### config.mk
export PLATFORM = sky130hd
export DESIGN_NAME = coin_counting_scale
export DESIGN_NICKNAME = d
export VERILOG_FILES = /design/src/hdl/ccs_pkg.sv /design/src/hdl/coin_counting_scale.sv /design/src/hdl/ccs_div.sv
export SDC_FILE = /design/constraint.sdc
export NUM_CORES = 2
export LEC_CHECK = 0
export BUFFER_PORTS_ARGS = -buffer_cell sky130_fd_sc_hd__buf_2
export CORE_MARGIN = 4
export CORE_UTILIZATION = 31
export DETAILED_ROUTE_END_ITERATION = 8
export PLACE_DENSITY = 0.53
export SYNTH_ARGS = -nofsm -noshare
export SYNTH_HDL_FRONTEND = slang
export SYNTH_SLANG_ARGS = --single-unit
### constraint.sdc
create_clock -name clk_i -period 13.2 [get_ports clk_i]
set_input_delay 1.32 -clock clk_i [delete_from_list [all_inputs] [get_ports clk_i]]
set_output_delay 1.32 -clock clk_i [all_outputs]
set_load 0.01 [all_outputs]
### src/hdl/ccs_pkg.sv
package ccs_pkg;

  localparam logic [15:0] CoinWeightRst   = 16'd574;
  localparam logic [7:0]  AvgCountRst     = 8'd100;
  localparam logic [15:0] ScaleGainRst    = 16'd18030;
  localparam logic [15:0] ScaleOffsetRst  = 16'd40;

  localparam int unsigned CfgIdxW = 2;
  localparam logic [CfgIdxW-1:0] CfgCoinWeight  = 2'd0;
  localparam logic [CfgIdxW-1:0] CfgAvgCount    = 2'd1;
  localparam logic [CfgIdxW-1:0] CfgScaleGain   = 2'd2;
  localparam logic [CfgIdxW-1:0] CfgScaleOffset = 2'd3;

  localparam logic [1:0] ActSample = 2'd0;
  localparam logic [1:0] ActTare   = 2'd1;
  localparam logic [1:0] ActStart  = 2'd2;
  localparam logic [1:0] ActReport = 2'd3;

  localparam logic [2:0] StIgnored  = 3'd0;
  localparam logic [2:0] StTared    = 3'd1;
  localparam logic [2:0] StStarted  = 3'd2;
  localparam logic [2:0] StReport   = 3'd3;
  localparam logic [2:0] StAccum    = 3'd4;
  localparam logic [2:0] StMean     = 3'd5;
  localparam logic [2:0] StMeanKept = 3'd6;

  // divider operand width: signed dividend up to 40 bits, 16 bit divisor
  localparam int unsigned DivW = 48;

  localparam logic signed [31:0] MassMax = 32'sh7fffffff;
  localparam logic signed [31:0] MassMin = 32'sh80000000;

  typedef struct packed {
    logic [1:0]  action;
    logic [15:0] period_a;
    logic [15:0] period_b;
  } in_word_t;

  typedef struct packed {
    logic [2:0]         status;
    logic               period_error;
    logic signed [31:0] tare_mass;
    logic signed [31:0] net_mass;
    logic signed [31:0] gross_mass;
    logic [15:0]        coin_total;
    logic [7:0]         led_pattern;
  } out_word_t;

  typedef struct packed {
    logic                   start;
    logic signed [DivW-1:0] dividend;
    logic [15:0]            divisor;
  } div_req_t;

  typedef struct packed {
    logic                   done;
    logic signed [DivW-1:0] quotient;
  } div_rsp_t;

  function automatic logic signed [31:0] sat32(input logic signed [DivW-1:0] v);
    if (v > DivW'(MassMax)) return MassMax;
    if (v < DivW'(MassMin)) return MassMin;
    return v[31:0];
  endfunction

endpackage

### src/hdl/coin_counting_scale.sv
// Coin counting scale. One word is handled at a time: the input is ready only
// while the block is idle, and a shared 48 step divider (one quotient bit a
// cycle) does the mass, mean and coin count divisions in turn. A tare word
// uses the mass division, a start, report or ignored word none, and a sample
// up to all three (a zero reference period skips the mass division, a zero
// mean the coin count). The result sits in an output register and the next
// word is taken only after the result has been accepted. Write configuration
// only while no word is in flight.
module coin_counting_scale #(
  parameter logic [15:0] CoinWeightReset  = ccs_pkg::CoinWeightRst,
  parameter logic [7:0]  AvgCountReset    = ccs_pkg::AvgCountRst,
  parameter logic [15:0] ScaleGainReset   = ccs_pkg::ScaleGainRst,
  parameter logic [15:0] ScaleOffsetReset = ccs_pkg::ScaleOffsetRst
) (
  input  logic                              clk_i,
  input  logic                              rst_ni,
  input  logic                              in_valid_i,
  output logic                              in_ready_o,
  input  ccs_pkg::in_word_t                 in_data_i,
  output logic                              out_valid_o,
  input  logic                              out_ready_i,
  output ccs_pkg::out_word_t                out_data_o,
  input  logic                              cfg_we_i,
  input  logic [ccs_pkg::CfgIdxW-1:0]       cfg_idx_i,
  input  logic [15:0]                       cfg_data_i
);
  import ccs_pkg::*;

  localparam logic [3:0] SIdle   = 4'd0;
  localparam logic [3:0] SMul    = 4'd1;
  localparam logic [3:0] SKey    = 4'd2;
  localparam logic [3:0] SMass   = 4'd3;
  localparam logic [3:0] SSamp   = 4'd4;
  localparam logic [3:0] SMean   = 4'd5;
  localparam logic [3:0] SCoinGo = 4'd6;
  localparam logic [3:0] SCoin   = 4'd7;
  localparam logic [3:0] SOut    = 4'd8;

  logic [15:0] cw_q, gain_q, offs_q;
  logic [7:0]  avg_q;

  logic [3:0]  st_q, st_d;
  logic        tared_q, weigh_q, rep_q;
  logic signed [31:0] tare_q, mean_q, mass_q;
  logic signed [39:0] sum_q;
  logic [7:0]  cnt_q;
  logic [15:0] coin_q;
  logic [7:0]  led_q;
  in_word_t    in_q;
  logic        err_q;
  logic [2:0]  status_q;
  logic        shown_q;
  logic signed [31:0] sh_tare_q, sh_mean_q;
  logic signed [33:0] prod_a_q;
  logic [31:0] prod_b_q;

  div_req_t dreq;
  div_rsp_t drsp;

  ccs_div u_div (.clk_i, .rst_ni, .req_i(dreq), .rsp_o(drsp));

  logic [15:0] cw_eff;
  logic signed [16:0] pdiff;
  logic signed [DivW-1:0] mass_num, coin_num;
  logic signed [31:0] quo32, net32, out_tare, out_mean;
  logic in_acc, out_acc;
  logic tare_ok, start_ok, rep_ok, samp_ok, mass_go;
  logic coin_pos, coin_big;

  assign cw_eff = (cw_q == '0) ? 16'd1 : cw_q;
  assign in_ready_o = (st_q == SIdle);
  assign in_acc = in_valid_i && in_ready_o;
  assign out_valid_o = (st_q == SOut);
  assign out_acc = out_valid_o && out_ready_i;

  assign tare_ok  = (in_q.action == ActTare) && !tared_q && !weigh_q;
  assign start_ok = (in_q.action == ActStart) && tared_q && !weigh_q;
  assign rep_ok   = (in_q.action == ActReport) && !rep_q && tared_q && weigh_q;
  assign samp_ok  = (in_q.action == ActSample) && tared_q && weigh_q;
  assign mass_go  = (tare_ok || samp_ok) && (in_q.period_b != '0);

  // numerator of the mass: gain*(pa-pb) - offset*pb
  assign pdiff = $signed({1'b0, in_q.period_a}) - $signed({1'b0, in_q.period_b});
  assign mass_num = DivW'(prod_a_q) - DivW'($signed({1'b0, prod_b_q}));
  assign coin_num = DivW'(mean_q) * DivW'(100) + DivW'($signed({1'b0, cw_eff[15:1]}));

  assign quo32 = sat32(drsp.quotient);
  assign net32 = sat32(DivW'(mass_q) - DivW'(tare_q));
  assign coin_pos = !drsp.quotient[DivW-1] && (drsp.quotient != '0);
  assign coin_big = |drsp.quotient[DivW-2:16];

  always_ff @(posedge clk_i) begin
    prod_a_q <= $signed({1'b0, gain_q}) * pdiff;
    prod_b_q <= offs_q * in_q.period_b;
  end

  always_comb begin
    dreq = '0;
    st_d = st_q;
    case (st_q)
      SIdle: if (in_acc) st_d = SMul;
      SMul: st_d = SKey;
      SKey: begin
        st_d = SOut;
        if (mass_go) begin
          dreq.start = 1'b1;
          dreq.dividend = mass_num;
          dreq.divisor = in_q.period_b;
          st_d = SMass;
        end else if (samp_ok) begin
          st_d = SSamp;
        end
      end
      SMass: if (drsp.done) st_d = (in_q.action == ActTare) ? SOut : SSamp;
      SSamp: begin
        st_d = SCoinGo;
        if (cnt_q >= avg_q && cnt_q != '0) begin
          dreq.start = 1'b1;
          dreq.dividend = DivW'(sum_q);
          dreq.divisor = {8'h00, cnt_q};
          st_d = SMean;
        end
      end
      SMean: if (drsp.done) st_d = SCoinGo;
      SCoinGo: begin
        st_d = SOut;
        if (mean_q != '0) begin
          dreq.start = 1'b1;
          dreq.dividend = coin_num;
          dreq.divisor = cw_eff;
          st_d = SCoin;
        end
      end
      SCoin: if (drsp.done) st_d = SOut;
      SOut: if (out_acc) st_d = SIdle;
      default: st_d = SIdle;
    endcase
  end

  always_ff @(posedge clk_i or negedge rst_ni) begin
    if (!rst_ni) begin
      st_q <= SIdle; cw_q <= CoinWeightReset; avg_q <= AvgCountReset;
      gain_q <= ScaleGainReset; offs_q <= ScaleOffsetReset;
      tared_q <= 1'b0; weigh_q <= 1'b0; rep_q <= 1'b0;
      tare_q <= '0; mean_q <= '0; mass_q <= '0; sum_q <= '0; cnt_q <= '0;
      coin_q <= '0; led_q <= '0; in_q <= '0; err_q <= 1'b0;
      status_q <= StIgnored; shown_q <= 1'b0; sh_tare_q <= '0; sh_mean_q <= '0;
    end else begin
      st_q <= st_d;
      if (cfg_we_i) begin
        case (cfg_idx_i)
          CfgCoinWeight:  cw_q <= cfg_data_i;
          CfgAvgCount:    avg_q <= cfg_data_i[7:0];
          CfgScaleGain:   gain_q <= cfg_data_i;
          CfgScaleOffset: offs_q <= cfg_data_i;
          default: ;
        endcase
      end
      case (st_q)
        SIdle: if (in_acc) begin
          in_q <= in_data_i; err_q <= 1'b0; status_q <= StIgnored; shown_q <= 1'b0;
        end
        SKey: begin
          if (tare_ok) begin
            led_q <= '0; tared_q <= 1'b1; rep_q <= 1'b0; status_q <= StTared;
            if (in_q.period_b == '0) begin
              err_q <= 1'b1; tare_q <= '0;
            end
          end else if (start_ok) begin
            weigh_q <= 1'b1; status_q <= StStarted;
          end else if (rep_ok) begin
            // report shows the session values from before the clear
            sh_tare_q <= tare_q; sh_mean_q <= mean_q; shown_q <= 1'b1;
            tared_q <= 1'b0; weigh_q <= 1'b0; cnt_q <= '0; sum_q <= '0;
            tare_q <= '0; mean_q <= '0; rep_q <= 1'b1; status_q <= StReport;
          end else if (samp_ok) begin
            mass_q <= '0;
            if (in_q.period_b == '0) err_q <= 1'b1;
          end
        end
        SMass: if (drsp.done) begin
          if (in_q.action == ActTare) tare_q <= quo32;
          else mass_q <= quo32;
        end
        SSamp: begin
          if (cnt_q >= avg_q) begin
            // sample dropped; the mean division of sum by count starts here unless the count is zero
            status_q <= (cnt_q == '0) ? StMeanKept : StMean;
            sum_q <= '0; cnt_q <= '0;
          end else begin
            sum_q <= sum_q + 40'(net32); cnt_q <= cnt_q + 8'd1; status_q <= StAccum;
          end
        end
        SMean: if (drsp.done) mean_q <= quo32;
        SCoin: if (drsp.done) begin
          if (coin_pos) begin
            coin_q <= coin_big ? 16'hffff : drsp.quotient[15:0];
            led_q <= drsp.quotient[7:0];
          end else begin
            led_q <= '0;
          end
        end
        default: ;
      endcase
    end
  end

  assign out_tare = shown_q ? sh_tare_q : tare_q;
  assign out_mean = shown_q ? sh_mean_q : mean_q;

  always_comb begin
    out_data_o.status       = status_q;
    out_data_o.period_error = err_q;
    out_data_o.tare_mass    = out_tare;
    out_data_o.net_mass     = out_mean;
    out_data_o.gross_mass   = sat32(DivW'(out_tare) + DivW'(out_mean));
    out_data_o.coin_total   = coin_q;
    out_data_o.led_pattern  = led_q;
  end

  a_rdy_vld_excl: assert property (@(posedge clk_i) disable iff (!rst_ni)
    !(in_ready_o && out_valid_o)) else $error("ready while result pending");
  a_out_hold: assert property (@(posedge clk_i) disable iff (!rst_ni)
    out_valid_o && !out_ready_i |=> out_valid_o && $stable(out_data_o))
    else $error("result word changed while waiting");
  a_state_legal: assert property (@(posedge clk_i) disable iff (!rst_ni)
    st_q <= SOut) else $error("illegal state");
  a_tare_leds_off: assert property (@(posedge clk_i) disable iff (!rst_ni)
    out_valid_o && out_data_o.status == StTared |-> out_data_o.led_pattern == '0)
    else $error("leds lit after tare");
endmodule

### src/hdl/ccs_div.sv
// Signed restoring divider, one quotient bit per cycle, truncates toward zero.
module ccs_div (
  input  logic               clk_i,
  input  logic               rst_ni,
  input  ccs_pkg::div_req_t  req_i,
  output ccs_pkg::div_rsp_t  rsp_o
);
  import ccs_pkg::*;

  localparam int unsigned CntW = $clog2(DivW + 1);

  logic [DivW-1:0] quo_q, quo_d;
  logic [16:0]     rem_q, rem_d;
  logic [15:0]     dvs_q, dvs_d;
  logic            neg_q, neg_d;
  logic [CntW-1:0] cnt_q, cnt_d;
  logic            busy_q, busy_d;
  logic            done_q, done_d;

  logic [DivW-1:0] mag;
  logic [17:0]     trial;

  always_comb begin
    mag = req_i.dividend[DivW-1] ? DivW'(-req_i.dividend) : req_i.dividend;
    trial = {rem_q, quo_q[DivW-1]} - {2'b00, dvs_q};
    quo_d = quo_q; rem_d = rem_q; dvs_d = dvs_q; neg_d = neg_q;
    cnt_d = cnt_q; busy_d = busy_q; done_d = 1'b0;
    if (req_i.start) begin
      quo_d = mag; rem_d = '0; dvs_d = req_i.divisor;
      neg_d = req_i.dividend[DivW-1]; cnt_d = CntW'(DivW); busy_d = 1'b1;
    end else if (busy_q) begin
      if (!trial[17]) begin
        rem_d = trial[16:0];
        quo_d = {quo_q[DivW-2:0], 1'b1};
      end else begin
        rem_d = {rem_q[15:0], quo_q[DivW-1]};
        quo_d = {quo_q[DivW-2:0], 1'b0};
      end
      cnt_d = cnt_q - CntW'(1);
      if (cnt_q == CntW'(1)) begin
        busy_d = 1'b0; done_d = 1'b1;
      end
    end
  end

  always_ff @(posedge clk_i or negedge rst_ni) begin
    if (!rst_ni) begin
      cnt_q <= '0; busy_q <= 1'b0; done_q <= 1'b0;
    end else begin
      cnt_q <= cnt_d; busy_q <= busy_d; done_q <= done_d;
    end
  end

  always_ff @(posedge clk_i) begin
    quo_q <= quo_d; rem_q <= rem_d; dvs_q <= dvs_d; neg_q <= neg_d;
  end

  assign rsp_o.done = done_q;
  assign rsp_o.quotient = neg_q ? DivW'(-quo_q) : quo_q;

  a_no_restart: assert property (@(posedge clk_i) disable iff (!rst_ni)
    busy_q |-> !req_i.start) else $error("divider restarted while busy");
  a_done_after_busy: assert property (@(posedge clk_i) disable iff (!rst_ni)
    done_q |-> $past(busy_q)) else $error("done without busy");
  a_done_single: assert property (@(posedge clk_i) disable iff (!rst_ni)
    done_q |=> !done_q) else $error("done held");
endmodule

==> key figures <==
Routing
  • WL/cell: 20.4 um
  • Antenna Violating Nets Remaining: 0
  • Via Count: 42800
  • DRC: 0
  • Post-Route WL: 168 mm
  • Vias per cell: 5.18
  • Starting DRC count in detailed routing: just over 3000
  • First-pass DRT Iterations: 6

GRT
  • Total Routing Usage GR: 0.189
  • Met3 Usage GRT: 0.0211
  • Met1 Use GR: 0.262
  • First-pass GRT wire length: approximately 260 mm
  • GR peak layer: met2
  • Vias in the first global route: 42600
  • Largest net degree at the start of global routing: 87
  • Global route total overflow: 0
  • Antenna violations before repair: 8
  • M2 GR Usage: 0.314

Clock tree
  • CTS buffer count: 60
  • CTS tree: done
  • Total setup buffers inserted after CTS: 0
  • Cts hold-fix bufs: 0
  • Clk slew on worst S/H paths: 0.06 ns
  • Worst skew pair latency: 0.68 ns
  • Root Driver: clkbuf_16
  • Clock Tree Buf Depth: 3
  • Htree depth: 2
  • Post-CTS sizing: 0
  • Clk sinks: between 400 and 500

Finish
  • Nets: 7047
  • Register area: roughly 0.012 sq mm
  • Multi-input logic area: about 0.037 sq mm
  • Layout cell share with drive strength beyond 1: 0.0980
  • Fill count: about 17000
  • Area delta synth->final: 10.3%
  • Post-Route Utilization: 0.345

Timing
  • Hold Vio Cnt, Final: 0
  • Worst-Margin Slew: 1.26 ns
  • Max frequency: around 0.095 GHz
  • Setup TNS: 0 ns
  • Clock skew: around 0.027 ns
  • Final worst path period need: 10.51 ns
  • # setup viols final: 0
  • Max-Slew Margin vs Limit: 0.158
  • Tcrit/Tclk final: 0.796
  • RSZ-0062 raised after global routing: no
  • Max Transition Viols Final: 0

Logic synthesis
  • Yosys reg bits: 490
  • Yosys Warn Count: 0
  • Syn nets: 6995
  • Commonest cells post-synth: 835 x nand2_1, 714 x inv_1, 541 x ha_1
  • Synth area leaders: fa_1 17%, dfrtp_1 15%, ha_1 13%, nand2_1 6.0%, inv_1 5.1%
  • Yosys top cell by area: fa_1
  • Synth cell types: 90
  • Avg Cell Area, Syn: approximately 9 sq um
  • Post-synthesis sequential area ratio: 0.233
  • Post-synth EDFFs: 65
  • Post-Syn Area: 0.0524 sq mm
  • Yosys top cell area share: 0.168
  • Most used DFF post-synth: dfrtp_1
  • Ys async rst share: 0.698
  • Syn Inst Count: slightly below 6000
  • Count leader, synth: nand2_1

Worst setup path
  • Critical path capture point type: flip-flop
  • Worst setup SP type: flip-flop
  • Crit Path Class: reg -> reg
  • CP required: 13.79 ns
  • Crit Path Max Fanout: 20
  • Critical-path top delay cell: xor2_1
  • CP Buf/Inv Count: 3
  • CP top delay family: adder cells
  • CP arrival: between 10 and 15 ns
  • Max stage delay on crit path: 0.96 ns

Min path
  • Path category of the worst min-delay check: reg -> reg

Die
  • Core area: 0.168 sq mm
  • Row cnt: 150
  • Die area: 0.176 sq mm
  • Die Wd: between 400 and 500 um
  • DIE HEIGHT: 419 um
  • I/O Pins: ~180
  • Starting Density: 0.313

Place
  • Dpl hpwl: 136 mm
  • Port bufs: around 180
  • Final GP Congestion: 0.900

Run status
  • Status: completed

Flow run
  • Max-cap viol count: 0
## worst paths after layout
path	from	end	slack [ns]	depth (start not counted)
setup / recovery	in_q[0]	prod_a_q[33]	2.69	36
hold / removal	led_q[6]	led_q[6]	0.49	2
setup reg to reg	in_q[0]	prod_a_q[33]	2.69	36
hold reg to reg	led_q[6]	led_q[6]	0.49	2
max in group asynchronous	rst_ni	avg_q[7]	10.27	3
min in group asynchronous	rst_ni	sh_tare_q[30]	0.65	1
## metal layers
layer  up-vias  share of wire
li1      20300              -
met1     21200           0.46
met2      1154           0.46
met3       199          0.050
met4         0          0.028
met5         -              0
## kinds of logic after synthesis
| family | Yosys count | synth area share |
|---|---|---|
| multiplexers | 164 | 0.0350 |
| XOR/XNOR | 305 | 0.0509 |
| flip-flops | 490 | 0.233 |
| AND/OR/NAND/NOR | 1850 | 0.167 |
| buffers and inverters | 972 | 0.0700 |
| adder cells (fa/ha/maj) | 992 | 0.299 |
| AO/OA/AOI/OAI | 1184 | 0.145 |
## sequential cells by signal, indices dropped and copies added (netlist names), 16 cells and up
| signal | count |
|---|---|
| offs_q | 16 |
| mass_q | 32 |
| in_q | 34 |
| mean_q | 32 |
| tare_q | 32 |
| sum_q | 40 |
| prod_a_q | 34 |
| coin_q | 16 |
| sh_mean_q | 32 |
| cw_q | 16 |
| gain_q | 16 |
| u_div.quo_q | 48 |
| u_div.dvs_q | 16 |
| u_div.rem_q | 17 |
| prod_b_q | 32 |
| sh_tare_q | 32 |
## worst reg2reg max path: cells and delay by family, from the launching register on
kind                       cells  cell delay [ns]
adders and majority gates      9             4.10
DFF                            1             0.80
xor gates and xnor gates       2             1.09
buffers and inverters          3             0.14
AOI/OAI and AO/OA             19             3.76
and+or+nand+nor                3             0.54
## stage by stage
| step | cells | worst slack, ns | hold WS, ns | area, sq um |
|---|---|---|---|---|
| 6_report | 8266 | 2.69 | 0.488 | 57800 |
| 3_5_place_dp | 8151 | 2.72 | 0.474 | 55700 |
| 2_1_floorplan | 5957 | 4.02 | 0.450 | 52400 |
| 4_1_cts | 8265 | 2.70 | 0.488 | 57800 |
| 3_3_place_gp | 8151 | 2.83 | 0.466 | 55700 |
| 5_1_grt | 8265 | 1.99 | 0.512 | 57800 |
## final cells by class
type | count | area share
well taps | 2204 | 0.0477
inverters | 714 | 0.0463
clock buffers | 83 | 0.0314
repair buffers | 248 | 0.0245
multi-input cells | 4495 | 0.633
clock inverters | 31 | 0.00569
flip-flops and latches | 490 | 0.211
diodes | 1 | 0.0000433
## placed cells by master (no fill, tap or decap), types with 51 or more instances in the layout
cell type	instances
xor2_1	114
inv_1	713
nand2b_1	51
o21ai_0	347
nor2_1	249
and2_1	211
o211ai_1	88
fa_1	440
a21oi_1	268
edfxtp_1	65
xnor2_1	190
nor3_1	76
nand2_1	832
nand3_1	121
ha_1	541
buf_2	181
buf_4	66
clkbuf_16	64
dfxtp_1	83
nor2b_1	53
a21o_1	89
mux2_2	156
dfrtp_1	322
Power is left out: the tool's default activity adds up to more than one toggle a clock period on the data nets, which glitch-free logic cannot reach.
